$ cat config.mk
export PLATFORM = sky130hd
export DESIGN_NAME = xa_zigzag_resampler_top
export DESIGN_NICKNAME = d
export VERILOG_FILES = /design/src/hdl/xzr_pkg.sv /design/src/hdl/xa_zigzag_resampler_top.sv /design/src/hdl/xzr_ram.sv /design/src/hdl/xzr_useq.sv /design/src/hdl/xzr_datapath.sv
export SDC_FILE = /design/constraint.sdc
export NUM_CORES = 2
export LEC_CHECK = 0
export BUFFER_PORTS_ARGS = -buffer_cell sky130_fd_sc_hd__buf_2
export CAP_MARGIN = 20
export CORE_ASPECT_RATIO = 1.25
export CORE_UTILIZATION = 65
export CTS_CLUSTER_DIAMETER = 50
export DETAILED_ROUTE_END_ITERATION = 8
export PLACE_DENSITY = 0.82
export SYNTH_ARGS = -nofsm -noshare
export SYNTH_HDL_FRONTEND = slang
export SYNTH_SLANG_ARGS = --single-unit
export TNS_END_PERCENT = 100
$ cat constraint.sdc
create_clock -name clk_i -period 25.5 [get_ports clk_i]
set_input_delay 5.1 -clock clk_i [delete_from_list [all_inputs] [get_ports clk_i]]
set_output_delay 5.1 -clock clk_i [all_outputs]
set_load 0.005 [all_outputs]
$ cat src/hdl/xzr_pkg.sv
// Shared types, constants, coefficient table and microprogram of the zigzag resampler.
`default_nettype none

package xzr_pkg;

  localparam int HIST_DEPTH_DEF = 32;
  localparam int TAPS           = 29;
  localparam int PHASES         = 7;
  localparam int TAP_W          = $clog2(TAPS);
  localparam int PHASE_W        = $clog2(PHASES + 1);
  localparam int FUB_W          = 3;
  localparam int ACC_W          = 20;
  localparam int STEP_W         = 4;

  localparam logic [FUB_W-1:0] BURST_FRAMES = 3'd6;

  localparam logic signed [ACC_W-1:0] SAT_MAX = 20'sd32767;
  localparam logic signed [ACC_W-1:0] SAT_MIN = -20'sd32768;

  // Register selects on paddr bit 2.
  localparam logic REG_HALF_RATE = 1'b0;
  localparam logic REG_STEREO    = 1'b1;

  // Microprogram step addresses.
  localparam logic [STEP_W-1:0] STEP_IDLE  = 4'd0;
  localparam logic [STEP_W-1:0] STEP_WRITE = 4'd1;
  localparam logic [STEP_W-1:0] STEP_CHECK = 4'd2;
  localparam logic [STEP_W-1:0] STEP_AGAIN = 4'd3;
  localparam logic [STEP_W-1:0] STEP_BINIT = 4'd4;
  localparam logic [STEP_W-1:0] STEP_PINIT = 4'd5;
  localparam logic [STEP_W-1:0] STEP_MAC   = 4'd6;
  localparam logic [STEP_W-1:0] STEP_DRN1  = 4'd7;
  localparam logic [STEP_W-1:0] STEP_DRN2  = 4'd8;
  localparam logic [STEP_W-1:0] STEP_EMIT  = 4'd9;
  localparam logic [STEP_W-1:0] STEP_NEXT  = 4'd10;
  localparam logic [STEP_W-1:0] STEP_DONE  = 4'd11;

  typedef enum logic [2:0] {
    COND_NEVER,
    COND_ALWAYS,
    COND_NO_INPUT,
    COND_BURST,
    COND_NO_REPEAT,
    COND_TAP_MORE,
    COND_OUT_BUSY,
    COND_PHASE_MORE
  } cond_e;

  typedef struct packed {
    logic              accept;
    logic              wr_frame;
    logic              set_second;
    logic              clr_phase;
    logic              clr_acc;
    logic              issue;
    logic              emit;
    cond_e             cond;
    logic [STEP_W-1:0] target;
  } uword_t;

  typedef struct packed {
    logic in_valid;
    logic burst;
    logic no_repeat;
    logic tap_more;
    logic out_busy;
    logic phase_more;
  } stat_t;

  localparam logic signed [15:0] COEF_TABLE [PHASES][TAPS] = '{
    '{16'sh0000, 16'sh0000, 16'sh0000, 16'sh0000, 16'sh0000, -16'sh0002, 16'sh000A,
      -16'sh0022, 16'sh0041, -16'sh0054, 16'sh0034, 16'sh0009, -16'sh010A, 16'sh0400,
      -16'sh0A78, 16'sh234C, 16'sh6794, -16'sh1780, 16'sh0BCD, -16'sh0623, 16'sh0350,
      -16'sh016D, 16'sh006B, 16'sh000A, -16'sh0010, 16'sh0011, -16'sh0008, 16'sh0003,
      -16'sh0001},
    '{16'sh0000, 16'sh0000, 16'sh0000, -16'sh0002, 16'sh0000, 16'sh0003, -16'sh0013,
      16'sh003C, -16'sh004B, 16'sh00A2, -16'sh00E3, 16'sh0132, -16'sh0043, -16'sh0267,
      16'sh0C9D, 16'sh74BB, -16'sh11B4, 16'sh09B8, -16'sh05BF, 16'sh0372, -16'sh01A8,
      16'sh00A6, -16'sh001B, 16'sh0005, 16'sh0006, -16'sh0008, 16'sh0003, -16'sh0001,
      16'sh0000},
    '{16'sh0000, 16'sh0000, -16'sh0001, 16'sh0003, -16'sh0002, -16'sh0005, 16'sh001F,
      -16'sh004A, 16'sh00B3, -16'sh0192, 16'sh02B1, -16'sh039E, 16'sh04F8, -16'sh05A6,
      16'sh7939, -16'sh05A6, 16'sh04F8, -16'sh039E, 16'sh02B1, -16'sh0192, 16'sh00B3,
      -16'sh004A, 16'sh001F, -16'sh0005, -16'sh0002, 16'sh0003, -16'sh0001, 16'sh0000,
      16'sh0000},
    '{16'sh0000, -16'sh0001, 16'sh0003, -16'sh0008, 16'sh0006, 16'sh0005, -16'sh001B,
      16'sh00A6, -16'sh01A8, 16'sh0372, -16'sh05BF, 16'sh09B8, -16'sh11B4, 16'sh74BB,
      16'sh0C9D, -16'sh0267, -16'sh0043, 16'sh0132, -16'sh00E3, 16'sh00A2, -16'sh004B,
      16'sh003C, -16'sh0013, 16'sh0003, 16'sh0000, -16'sh0002, 16'sh0000, 16'sh0000,
      16'sh0000},
    '{-16'sh0001, 16'sh0003, -16'sh0008, 16'sh0011, -16'sh0010, 16'sh000A, 16'sh006B,
      -16'sh016D, 16'sh0350, -16'sh0623, 16'sh0BCD, -16'sh1780, 16'sh6794, 16'sh234C,
      -16'sh0A78, 16'sh0400, -16'sh010A, 16'sh0009, 16'sh0034, -16'sh0054, 16'sh0041,
      -16'sh0022, 16'sh000A, -16'sh0002, 16'sh0000, 16'sh0000, 16'sh0000, 16'sh0000,
      16'sh0000},
    '{16'sh0002, -16'sh0008, 16'sh0010, -16'sh0023, 16'sh002B, 16'sh001A, -16'sh00EB,
      16'sh027B, -16'sh0548, 16'sh0AFA, -16'sh16FA, 16'sh53E0, 16'sh3C07, -16'sh1249,
      16'sh080E, -16'sh0347, 16'sh015B, -16'sh0044, -16'sh0017, 16'sh0046, -16'sh0023,
      16'sh0011, -16'sh0005, 16'sh0000, 16'sh0000, 16'sh0000, 16'sh0000, 16'sh0000,
      16'sh0000},
    '{-16'sh0005, 16'sh0011, -16'sh0023, 16'sh0046, -16'sh0017, -16'sh0044, 16'sh015B,
      -16'sh0347, 16'sh080E, -16'sh1249, 16'sh3C07, 16'sh53E0, -16'sh16FA, 16'sh0AFA,
      -16'sh0548, 16'sh027B, -16'sh00EB, 16'sh001A, 16'sh002B, -16'sh0023, 16'sh0010,
      -16'sh0008, 16'sh0002, 16'sh0000, 16'sh0000, 16'sh0000, 16'sh0000, 16'sh0000,
      16'sh0000}
  };

  function automatic logic signed [15:0] coef_f(input logic [PHASE_W-1:0] phase,
                                                input logic [TAP_W-1:0] tap);
    logic signed [15:0] c;
    c = 16'sh0000;
    if ((phase < PHASE_W'(PHASES)) && (tap < TAP_W'(TAPS))) begin
      c = COEF_TABLE[phase[PHASE_W-1:0]][tap];
    end
    return c;
  endfunction

  // Control store: one word per step, jump to target when the condition holds.
  function automatic uword_t ucode_f(input logic [STEP_W-1:0] step);
    uword_t w;
    w = '0;
    w.cond   = COND_NEVER;
    w.target = STEP_IDLE;
    unique case (step)
      STEP_IDLE: begin
        w.accept = 1'b1;
        w.cond   = COND_NO_INPUT;
        w.target = STEP_IDLE;
      end
      STEP_WRITE: begin
        w.wr_frame = 1'b1;
        w.cond     = COND_BURST;
        w.target   = STEP_BINIT;
      end
      STEP_CHECK: begin
        w.cond   = COND_NO_REPEAT;
        w.target = STEP_IDLE;
      end
      STEP_AGAIN: begin
        w.set_second = 1'b1;
        w.cond       = COND_ALWAYS;
        w.target     = STEP_WRITE;
      end
      STEP_BINIT: begin
        w.clr_phase = 1'b1;
      end
      STEP_PINIT: begin
        w.clr_acc = 1'b1;
      end
      STEP_MAC: begin
        w.issue  = 1'b1;
        w.cond   = COND_TAP_MORE;
        w.target = STEP_MAC;
      end
      STEP_DRN1, STEP_DRN2: begin
        w.cond = COND_NEVER;
      end
      STEP_EMIT: begin
        w.emit   = 1'b1;
        w.cond   = COND_OUT_BUSY;
        w.target = STEP_EMIT;
      end
      STEP_NEXT: begin
        w.cond   = COND_PHASE_MORE;
        w.target = STEP_PINIT;
      end
      STEP_DONE: begin
        w.cond   = COND_ALWAYS;
        w.target = STEP_CHECK;
      end
      default: begin
        w.cond   = COND_ALWAYS;
        w.target = STEP_IDLE;
      end
    endcase
    return w;
  endfunction

endpackage

`default_nettype wire

$ cat src/hdl/xa_zigzag_resampler_top.sv
// Top level of the zigzag resampler: APB register file, sequencer and datapath.
`default_nettype none

// Converts 37.8 kHz (or 18.9 kHz with half_rate set) audio frames to 44.1 kHz.
// Input channel: a frame (left_sample_i, right_sample_i) is taken when
// in_valid_i is high and in_stall_o is low. Each frame is written once, or
// twice at half rate, into the history ring; every sixth write starts a run
// of seven stereo results on the output channel, the last one flagged by
// last_of_run_o. A result transaction completes when out_valid_o is high and
// out_stall_i is low.
// Each result of a run is computed on the two MAC lanes, one per channel,
// reading one history entry per cycle over the 29 taps from the single read
// port of the history RAM, then draining the read/multiply/add pipeline, with
// further steps for setup, output and stepping.
// While the receiver stalls, the finished result holds in the output register
// and the sequencer waits before loading the next one; the input stays
// stalled until the run ends. Reset clears the history (through per-entry
// valid bits, no clearing pass) and the write pointer, reloads the run counter
// and sets half_rate to 0 and stereo to 1. Registers are to be written by the
// user only while idle; the block itself does not enforce this.
module xa_zigzag_resampler_top import xzr_pkg::*; #(
  parameter int HISTORY_DEPTH = HIST_DEPTH_DEF
) (
  input  wire logic               clk_i,
  input  wire logic               rst_ni,
  input  wire logic               in_valid_i,
  output logic                    in_stall_o,
  input  wire logic signed [15:0] left_sample_i,
  input  wire logic signed [15:0] right_sample_i,
  output logic                    out_valid_o,
  input  wire logic               out_stall_i,
  output logic signed [15:0]      left_out_o,
  output logic signed [15:0]      right_out_o,
  output logic                    last_of_run_o,
  input  wire logic               psel,
  input  wire logic               penable,
  input  wire logic               pwrite,
  input  wire logic [2:0]         paddr,
  input  wire logic [31:0]        pwdata,
  output logic [31:0]             prdata,
  output logic                    pready
);

  logic   half_rate_q, stereo_q;
  logic   cfg_wr;
  uword_t ctrl;
  stat_t  stat;

  assign pready = 1'b1;
  assign cfg_wr = psel && penable && pwrite;

  always_ff @(posedge clk_i or negedge rst_ni) begin
    if (!rst_ni) begin
      half_rate_q <= 1'b0;
      stereo_q    <= 1'b1;
    end else if (cfg_wr) begin
      unique case (paddr[2])
        REG_HALF_RATE: half_rate_q <= pwdata[0];
        REG_STEREO:    stereo_q    <= pwdata[0];
        default:       half_rate_q <= half_rate_q;
      endcase
    end
  end

  always_comb begin
    unique case (paddr[2])
      REG_HALF_RATE: prdata = {31'h0, half_rate_q};
      REG_STEREO:    prdata = {31'h0, stereo_q};
      default:       prdata = 32'h0;
    endcase
  end

  xzr_useq u_useq (
    .clk_i  (clk_i),
    .rst_ni (rst_ni),
    .stat_i (stat),
    .ctrl_o (ctrl)
  );

  xzr_datapath #(
    .HISTORY_DEPTH (HISTORY_DEPTH)
  ) u_dp (
    .clk_i          (clk_i),
    .rst_ni         (rst_ni),
    .ctrl_i         (ctrl),
    .stat_o         (stat),
    .half_rate_i    (half_rate_q),
    .stereo_i       (stereo_q),
    .in_valid_i     (in_valid_i),
    .left_sample_i  (left_sample_i),
    .right_sample_i (right_sample_i),
    .out_valid_o    (out_valid_o),
    .out_stall_i    (out_stall_i),
    .left_out_o     (left_out_o),
    .right_out_o    (right_out_o),
    .last_of_run_o  (last_of_run_o)
  );

  assign in_stall_o = !ctrl.accept;

endmodule

`default_nettype wire

$ cat src/hdl/xzr_ram.sv
// Generic single-port-write, single-port-read RAM with registered read data.
`default_nettype none

module xzr_ram #(
  parameter int WIDTH = 32,
  parameter int DEPTH = 32
) (
  input  wire logic                     clk_i,
  input  wire logic                     we_i,
  input  wire logic [$clog2(DEPTH)-1:0] waddr_i,
  input  wire logic [WIDTH-1:0]         wdata_i,
  input  wire logic [$clog2(DEPTH)-1:0] raddr_i,
  output logic      [WIDTH-1:0]         rdata_o
);

  logic [WIDTH-1:0] mem_q [DEPTH];
  logic [WIDTH-1:0] rdata_q;

  always_ff @(posedge clk_i) begin
    if (we_i) begin
      mem_q[waddr_i] <= wdata_i;
    end
    rdata_q <= mem_q[raddr_i];
  end

  assign rdata_o = rdata_q;

endmodule

`default_nettype wire

$ cat src/hdl/xzr_useq.sv
// Microcode sequencer: step counter, control store lookup and conditional jumps.
`default_nettype none

module xzr_useq import xzr_pkg::*; (
  input  wire logic   clk_i,
  input  wire logic   rst_ni,
  input  wire stat_t  stat_i,
  output uword_t      ctrl_o
);

  logic [STEP_W-1:0] step_q, step_d;
  uword_t            uw;
  logic              take;

  always_comb begin
    uw = ucode_f(step_q);
    case (uw.cond)
      COND_NEVER:      take = 1'b0;
      COND_ALWAYS:     take = 1'b1;
      COND_NO_INPUT:   take = !stat_i.in_valid;
      COND_BURST:      take = stat_i.burst;
      COND_NO_REPEAT:  take = stat_i.no_repeat;
      COND_TAP_MORE:   take = stat_i.tap_more;
      COND_OUT_BUSY:   take = stat_i.out_busy;
      COND_PHASE_MORE: take = stat_i.phase_more;
      default:         take = 1'b0;
    endcase
    step_d = take ? uw.target : step_q + STEP_W'(1);
  end

  always_ff @(posedge clk_i or negedge rst_ni) begin
    if (!rst_ni) begin
      step_q <= STEP_IDLE;
    end else begin
      step_q <= step_d;
    end
  end

  assign ctrl_o = uw;

  a_accept_to_write: assert property (@(posedge clk_i) disable iff (!rst_ni)
    (uw.accept && stat_i.in_valid) |=> (step_q == STEP_WRITE))
    else $error("accepted transaction not followed by history write");

  a_burst_branch: assert property (@(posedge clk_i) disable iff (!rst_ni)
    (step_q == STEP_WRITE && stat_i.burst) |=> (step_q == STEP_BINIT))
    else $error("burst write did not start the filter program");

  a_step_range: assert property (@(posedge clk_i) disable iff (!rst_ni)
    step_q <= STEP_DONE)
    else $error("step counter left the program");

endmodule

`default_nettype wire

$ cat src/hdl/xzr_datapath.sv
// Datapath: frame latch, history RAM with valid bits, two MAC lanes, saturation, output register.
`default_nettype none

module xzr_datapath import xzr_pkg::*; #(
  parameter int HISTORY_DEPTH = HIST_DEPTH_DEF
) (
  input  wire logic               clk_i,
  input  wire logic               rst_ni,
  input  wire uword_t             ctrl_i,
  output stat_t                   stat_o,
  input  wire logic               half_rate_i,
  input  wire logic               stereo_i,
  input  wire logic               in_valid_i,
  input  wire logic signed [15:0] left_sample_i,
  input  wire logic signed [15:0] right_sample_i,
  output logic                    out_valid_o,
  input  wire logic               out_stall_i,
  output logic signed [15:0]      left_out_o,
  output logic signed [15:0]      right_out_o,
  output logic                    last_of_run_o
);

  localparam int AW = $clog2(HISTORY_DEPTH);
  localparam logic [AW:0] DEPTH_W = (AW + 1)'(HISTORY_DEPTH);
  localparam logic [AW-1:0] WP_LAST = AW'(HISTORY_DEPTH - 1);

  logic                     in_fire, emit_fire, out_busy;
  logic [31:0]              frame_q;
  logic [AW-1:0]            wp_q;
  logic [FUB_W-1:0]         fub_q;
  logic                     second_q;
  logic [PHASE_W-1:0]       phase_q;
  logic [TAP_W-1:0]         tap_q, tap1_q;
  logic [HISTORY_DEPTH-1:0] hvld_q;
  logic                     rd_v_q, mul_v_q, hit_q;
  logic [AW:0]              rd_sum;
  logic [AW-1:0]            rd_addr;
  logic [31:0]              ram_rdata, smp;
  logic signed [15:0]       coef;
  logic signed [31:0]       prod_l_d, prod_r_d, prod_l_q, prod_r_q;
  logic signed [ACC_W-1:0]  acc_l_q, acc_r_q, acc_l_d, acc_r_d;
  logic                     out_valid_q, last_q;
  logic signed [15:0]       left_q, right_q, sat_l, sat_r;

  assign in_fire   = ctrl_i.accept && in_valid_i;
  assign out_busy  = out_valid_q && out_stall_i;
  assign emit_fire = ctrl_i.emit && !out_busy;

  always_comb begin
    stat_o.in_valid   = in_valid_i;
    stat_o.burst      = (fub_q <= FUB_W'(1));
    stat_o.no_repeat  = !half_rate_i || second_q;
    stat_o.tap_more   = (tap_q != TAP_W'(TAPS - 1));
    stat_o.out_busy   = out_busy;
    stat_o.phase_more = (phase_q != PHASE_W'(PHASES));
  end

  // Tap i reads the frame written i+1 writes ago, wrapping around the ring.
  always_comb begin
    rd_sum  = (AW + 1)'(wp_q) - (AW + 1)'(tap_q) - (AW + 1)'(1);
    rd_addr = rd_sum[AW] ? AW'(rd_sum + DEPTH_W) : rd_sum[AW-1:0];
  end

  xzr_ram #(
    .WIDTH (32),
    .DEPTH (HISTORY_DEPTH)
  ) u_hist (
    .clk_i   (clk_i),
    .we_i    (ctrl_i.wr_frame),
    .waddr_i (wp_q),
    .wdata_i (frame_q),
    .raddr_i (rd_addr),
    .rdata_o (ram_rdata)
  );

  // Entries never written read as zero.
  always_comb begin
    smp      = hit_q ? ram_rdata : 32'h0;
    coef     = coef_f(phase_q, tap1_q);
    prod_l_d = $signed(smp[15:0]) * coef;
    prod_r_d = $signed(smp[31:16]) * coef;
    acc_l_d  = acc_l_q + {{(ACC_W - 17){prod_l_q[31]}}, prod_l_q[31:15]};
    acc_r_d  = acc_r_q + {{(ACC_W - 17){prod_r_q[31]}}, prod_r_q[31:15]};
  end

  always_comb begin
    if (acc_l_q > SAT_MAX) begin
      sat_l = 16'sh7FFF;
    end else if (acc_l_q < SAT_MIN) begin
      sat_l = 16'sh8000;
    end else begin
      sat_l = acc_l_q[15:0];
    end
    if (acc_r_q > SAT_MAX) begin
      sat_r = 16'sh7FFF;
    end else if (acc_r_q < SAT_MIN) begin
      sat_r = 16'sh8000;
    end else begin
      sat_r = acc_r_q[15:0];
    end
  end

  always_ff @(posedge clk_i or negedge rst_ni) begin
    if (!rst_ni) begin
      wp_q        <= '0;
      fub_q       <= BURST_FRAMES;
      second_q    <= 1'b0;
      phase_q     <= '0;
      tap_q       <= '0;
      hvld_q      <= '0;
      rd_v_q      <= 1'b0;
      mul_v_q     <= 1'b0;
      out_valid_q <= 1'b0;
    end else begin
      if (ctrl_i.wr_frame) begin
        hvld_q[wp_q] <= 1'b1;
        wp_q         <= (wp_q == WP_LAST) ? '0 : wp_q + AW'(1);
        fub_q        <= (fub_q <= FUB_W'(1)) ? BURST_FRAMES : fub_q - FUB_W'(1);
      end
      if (in_fire) begin
        second_q <= 1'b0;
      end else if (ctrl_i.set_second) begin
        second_q <= 1'b1;
      end
      if (ctrl_i.clr_phase) begin
        phase_q <= '0;
      end else if (emit_fire) begin
        phase_q <= phase_q + PHASE_W'(1);
      end
      if (ctrl_i.clr_acc) begin
        tap_q <= '0;
      end else if (ctrl_i.issue) begin
        tap_q <= tap_q + TAP_W'(1);
      end
      rd_v_q      <= ctrl_i.issue;
      mul_v_q     <= rd_v_q;
      out_valid_q <= emit_fire || out_busy;
    end
  end

  always_ff @(posedge clk_i) begin
    if (in_fire) begin
      frame_q <= {stereo_i ? right_sample_i : left_sample_i, left_sample_i};
    end
    hit_q    <= hvld_q[rd_addr];
    tap1_q   <= tap_q;
    prod_l_q <= prod_l_d;
    prod_r_q <= prod_r_d;
    if (ctrl_i.clr_acc) begin
      acc_l_q <= '0;
      acc_r_q <= '0;
    end else if (mul_v_q) begin
      acc_l_q <= acc_l_d;
      acc_r_q <= acc_r_d;
    end
    if (emit_fire) begin
      left_q  <= sat_l;
      right_q <= sat_r;
      last_q  <= (phase_q == PHASE_W'(PHASES - 1));
    end
  end

  assign out_valid_o   = out_valid_q;
  assign left_out_o    = left_q;
  assign right_out_o   = right_q;
  assign last_of_run_o = last_q;

  a_mac_drained: assert property (@(posedge clk_i) disable iff (!rst_ni)
    ctrl_i.emit |-> (!rd_v_q && !mul_v_q))
    else $error("result taken before the MAC pipeline drained");

  a_fub_range: assert property (@(posedge clk_i) disable iff (!rst_ni)
    (fub_q >= FUB_W'(1)) && (fub_q <= BURST_FRAMES))
    else $error("burst frame counter out of range");

  a_gap_after_run: assert property (@(posedge clk_i) disable iff (!rst_ni)
    (out_valid_q && last_q && !out_stall_i) |=> !out_valid_q)
    else $error("result followed the last of a run back to back");

endmodule

`default_nettype wire

==> impl_metrics.env <==
export IMPL_status="finished, final reports clean"
export IMPL_final_area_sq_um=77570
export IMPL_fillers=6747
export IMPL_initial_core_util=0.6575
export IMPL_critPathMostFrequentCell="fa_1"
export IMPL_fin_hold_ws_ns=0.3522
export IMPL_via_per_inst=6.596
export IMPL_synth_cells=5531
export IMPL_synth_seq_cells=1259
export IMPL_die_w_um=298.7
export IMPL_critPathLaunchType="register"
export IMPL_drive_above_1_share=0.1388
export IMPL_internal_power_w=0.005811
export IMPL_tightest_slew_ns=1.309
export IMPL_grt_pass1_vias=49030
export IMPL_coreArea_sq_um=108800
export IMPL_p_leak_nw=30.25
export IMPL_min_from="u_dp.rd_v_q"
export IMPL_seq_power_share=0.263
export IMPL_cap_viol_max_count=0
export IMPL_syn_to_final_growth_pct=8.458
export IMPL_clockBufferDepth=3
export IMPL_ant_nets=0
export IMPL_worstHoldPathType="reg2reg"
export IMPL_synth_edf_count=1089
export IMPL_hold_viol_final=0
export IMPL_grt_pass1_wl_um=296100
export IMPL_ios=142
export IMPL_grtUsageTotal=0.3615
export IMPL_clock_latency_ns=0.79
export IMPL_power_density_nw_per_um2=134.6
export IMPL_drtIter0Drc=5553
export IMPL_hold_buffers=0
export IMPL_drcViolationCount=0
export IMPL_rsz0062_at_grt="no"
export IMPL_wl_per_cell_um=27.97
export IMPL_maxSlewHeadroom=0.1180
export IMPL_layout_nets=6353
export IMPL_numCtsBuffers=119
export IMPL_cts_sinks=1259
export IMPL_antenna_found_initial=10
export IMPL_slowest_delay_ns=0.97
export IMPL_slowest_stage="dfrtp_1"
export IMPL_synth_async_reset_ratio=0.04607
export IMPL_cp_required_ns=26.14
export IMPL_cp_end_kind="register"
export IMPL_postCtsSetupBuffers=0
export IMPL_htreeDepth=3
export IMPL_grt_max_degree=140
export IMPL_final_max_slew_viol_count=0
export IMPL_setup_ws_ns=14.44
export IMPL_avgSynthCellArea_sq_um=12.93
export IMPL_place_area_sq_um=73520
export IMPL_power_frac_clock=0.176
export IMPL_ir_drop_mv=0.1697
export IMPL_die_area_sq_um=111400
export IMPL_cts_tree="built"
export IMPL_num_vias=46610
export IMPL_ys_flop_type="edfxtp_1"
export IMPL_min_period_ns=11.06
export IMPL_preCtsSetupSlack_ns=14.62
export IMPL_die_height_um=372.9
export IMPL_reg2reg_from="u_dp.phase_q[0]"
export IMPL_synth_warnings=0
export IMPL_critPathArrivalTime_ns=11.69
export IMPL_gp_congestion=0.9660
export IMPL_synth_area_sq_um=71520
export IMPL_clkTransAtPathRegs_ns=0.06
export IMPL_dp_hpwl_um=115700
export IMPL_setup_viol=0
export IMPL_rows=135
export IMPL_post_route_period_util=0.4336
export IMPL_port_buffers=76
export IMPL_ys_seq_area_frac=0.5089
export IMPL_clockRootBuffer="clkbuf_16"
export IMPL_crit_path_start="u_dp.phase_q[0]"
export IMPL_cts_resized=0
export IMPL_fin_tns_setup_ns=0
export IMPL_ys_types=88
export IMPL_critical_path_class="reg2reg"
export IMPL_comb_power_share=0.561
export IMPL_overflow=0
export IMPL_fmax_ghz=0.09045
export IMPL_swShare=0.4434
export IMPL_power_switching_w=0.004630
export IMPL_wirelength_um=197700
export IMPL_crit_path_max_fanout=19
export IMPL_fin_worst_skew_ns=0.06922
export IMPL_firstDrtPassIters=6
## layout by cell type, fill, tap and decap left out, types with 20 or more instances in the layout
cell type / instances
a21oi_1: 122
inv_1: 639
clkbuf_1: 20
nand3_1: 218
nor2_4: 32
conb_1: 32
dfxtp_1: 107
buf_4: 78
nand2b_1: 40
nor2b_1: 22
and3_1: 25
o21ai_0: 141
a31oi_1: 21
xnor2_1: 64
and2_1: 60
edfxtp_1: 1089
nor2_1: 425
nand2_1: 627
mux2i_1: 27
or2_2: 66
buf_2: 76
ha_1: 227
nor3_1: 41
a211oi_1: 28
o21a_1: 40
dfrtp_1: 54
a21o_1: 30
fa_1: 526
clkbuf_16: 122
xor2_1: 24
mux4_2: 267
## cell type report
type	instances	area [sq um]	area share
diodes	1	2.502	0.00003226
clock buffers	149	3224	0.04157
clock inverters	75	823.3	0.01061
inverters	640	2402	0.03097
multi-input cells	3346	31870	0.4108
flip-flops and latches	1259	36410	0.4693
well taps	1438	1799	0.02319
repair buffers	158	1046	0.01348
## worst max-delay path: cells and delay by family, from the launching register on
kind	cells	cell delay, ns
DFF	1	0.97
and+or+nand+nor	8	2.67
adders and majority gates	8	3.62
AOI/OAI and AO/OA	11	2.95
muxes	1	0.24
buffers and inverters	5	0.49
## registers in the layout (all words and copies together), names as in the netlist, 3 cells and up
| name | cells |
|---|---|
| u_dp.acc_r_q | 20 |
| u_dp.prod_l_q | 17 |
| u_dp.fub_q | 3 |
| u_useq.step_q | 4 |
| u_dp.u_hist.mem_q | 1024 |
| u_dp.acc_l_q | 20 |
| u_dp.hvld_q | 32 |
| u_dp.tap_q | 5 |
| u_dp.phase_q | 3 |
| u_dp.prod_r_q | 17 |
| u_dp.left_out_o | 16 |
| u_dp.u_hist.rdata_o | 32 |
| u_dp.tap1_q | 5 |
| u_dp.wp_q | 5 |
| u_dp.frame_q | 32 |
| u_dp.right_out_o | 16 |
## kinds of logic after synthesis
group / synth area share
other cells: 0.0001050
flops: 0.5089
fa+ha+maj: 0.1874
compound gates: 0.04874
simple gates: 0.09991
mux: 0.09084
buf+inv: 0.05273
xor+xnor: 0.01139
## power by group through the flow
stage	combinational, W	sequential, W	clock, W
global route	0.00637	0.00276	0.00191
CTS	0.00580	0.00274	0.00184
finish	0.00586	0.00275	0.00183
global placement	0.00544	0.00276	0
floorplan	0.00415	0.00267	0
detailed placement	0.00567	0.00278	0
## final timing paths
| kind | depth (start not counted) | slack [ns] | endpoint |
|---|---|---|---|
| hold reg to reg | 0 | 0.35 | u_dp.mul_v_q |
| hold / removal | 0 | 0.35 | u_dp.mul_v_q |
| setup reg to reg | 33 | 14.44 | u_dp.prod_l_q[31] |
| max in group asynchronous | 2 | 20.43 | u_dp.mul_v_q |
| min in group asynchronous | 2 | 4.50 | u_dp.hvld_q[20] |
| setup / recovery | 33 | 14.44 | u_dp.prod_l_q[31] |
## metal layers
layer  global-route usage  vias to the layer above  share of wire
met5                    0                        -        0.00052
met4               0.2674                       12          0.084
met3              0.06491                      914          0.095
met2               0.6067                     3250           0.50
met1               0.4158                    23330           0.32
li1                     -                    19100              -
## metrics by stage
step / std cells / util / power (W)
after global routing: 7065 / 0.7131 / 0.01104
after detailed placement: 6840 / 0.6758 / 0.008444
after floorplan: 5561 / - / 0.006825
final: 7066 / 0.7131 / 0.01044
after global placement: 6840 / 0.6758 / 0.008200
after CTS: 7064 / 0.7130 / 0.01038
## synthesized netlist by cell type, drive strengths merged, types with 9 or more instances
cell type	count	area (sq um)
a211o	9	78.83
o211ai	17	127.6
nor3	41	205.2
and3	26	162.7
a21o	30	225.2
fa	527	10550
nand3b	11	82.58
edfxtp	1089	32700
a21oi	126	630.6
inv	639	2399
buf	121	636.9
nand2	628	2360
mux2i	27	270.3
nor4	9	56.30
ha	228	2853
xnor2	67	586.8
o21a	40	300.3
a31oi	22	143.9
and2	63	394.1
or2	66	412.9
dfrtp	55	1376
dfxtp	112	2242
nand3	218	1091
o31ai	14	123.9
mux4	267	6013
a211oi	32	250.2
clkbuf	195	732.0
or3	14	87.58
xor2	26	227.7
nor2b	22	137.6
nand4	12	75.07
o21ai	147	739.5
nor2	459	1728
nand2b	40	250.2
mux2	19	214.0
Power figures use the tool's default switching activity.
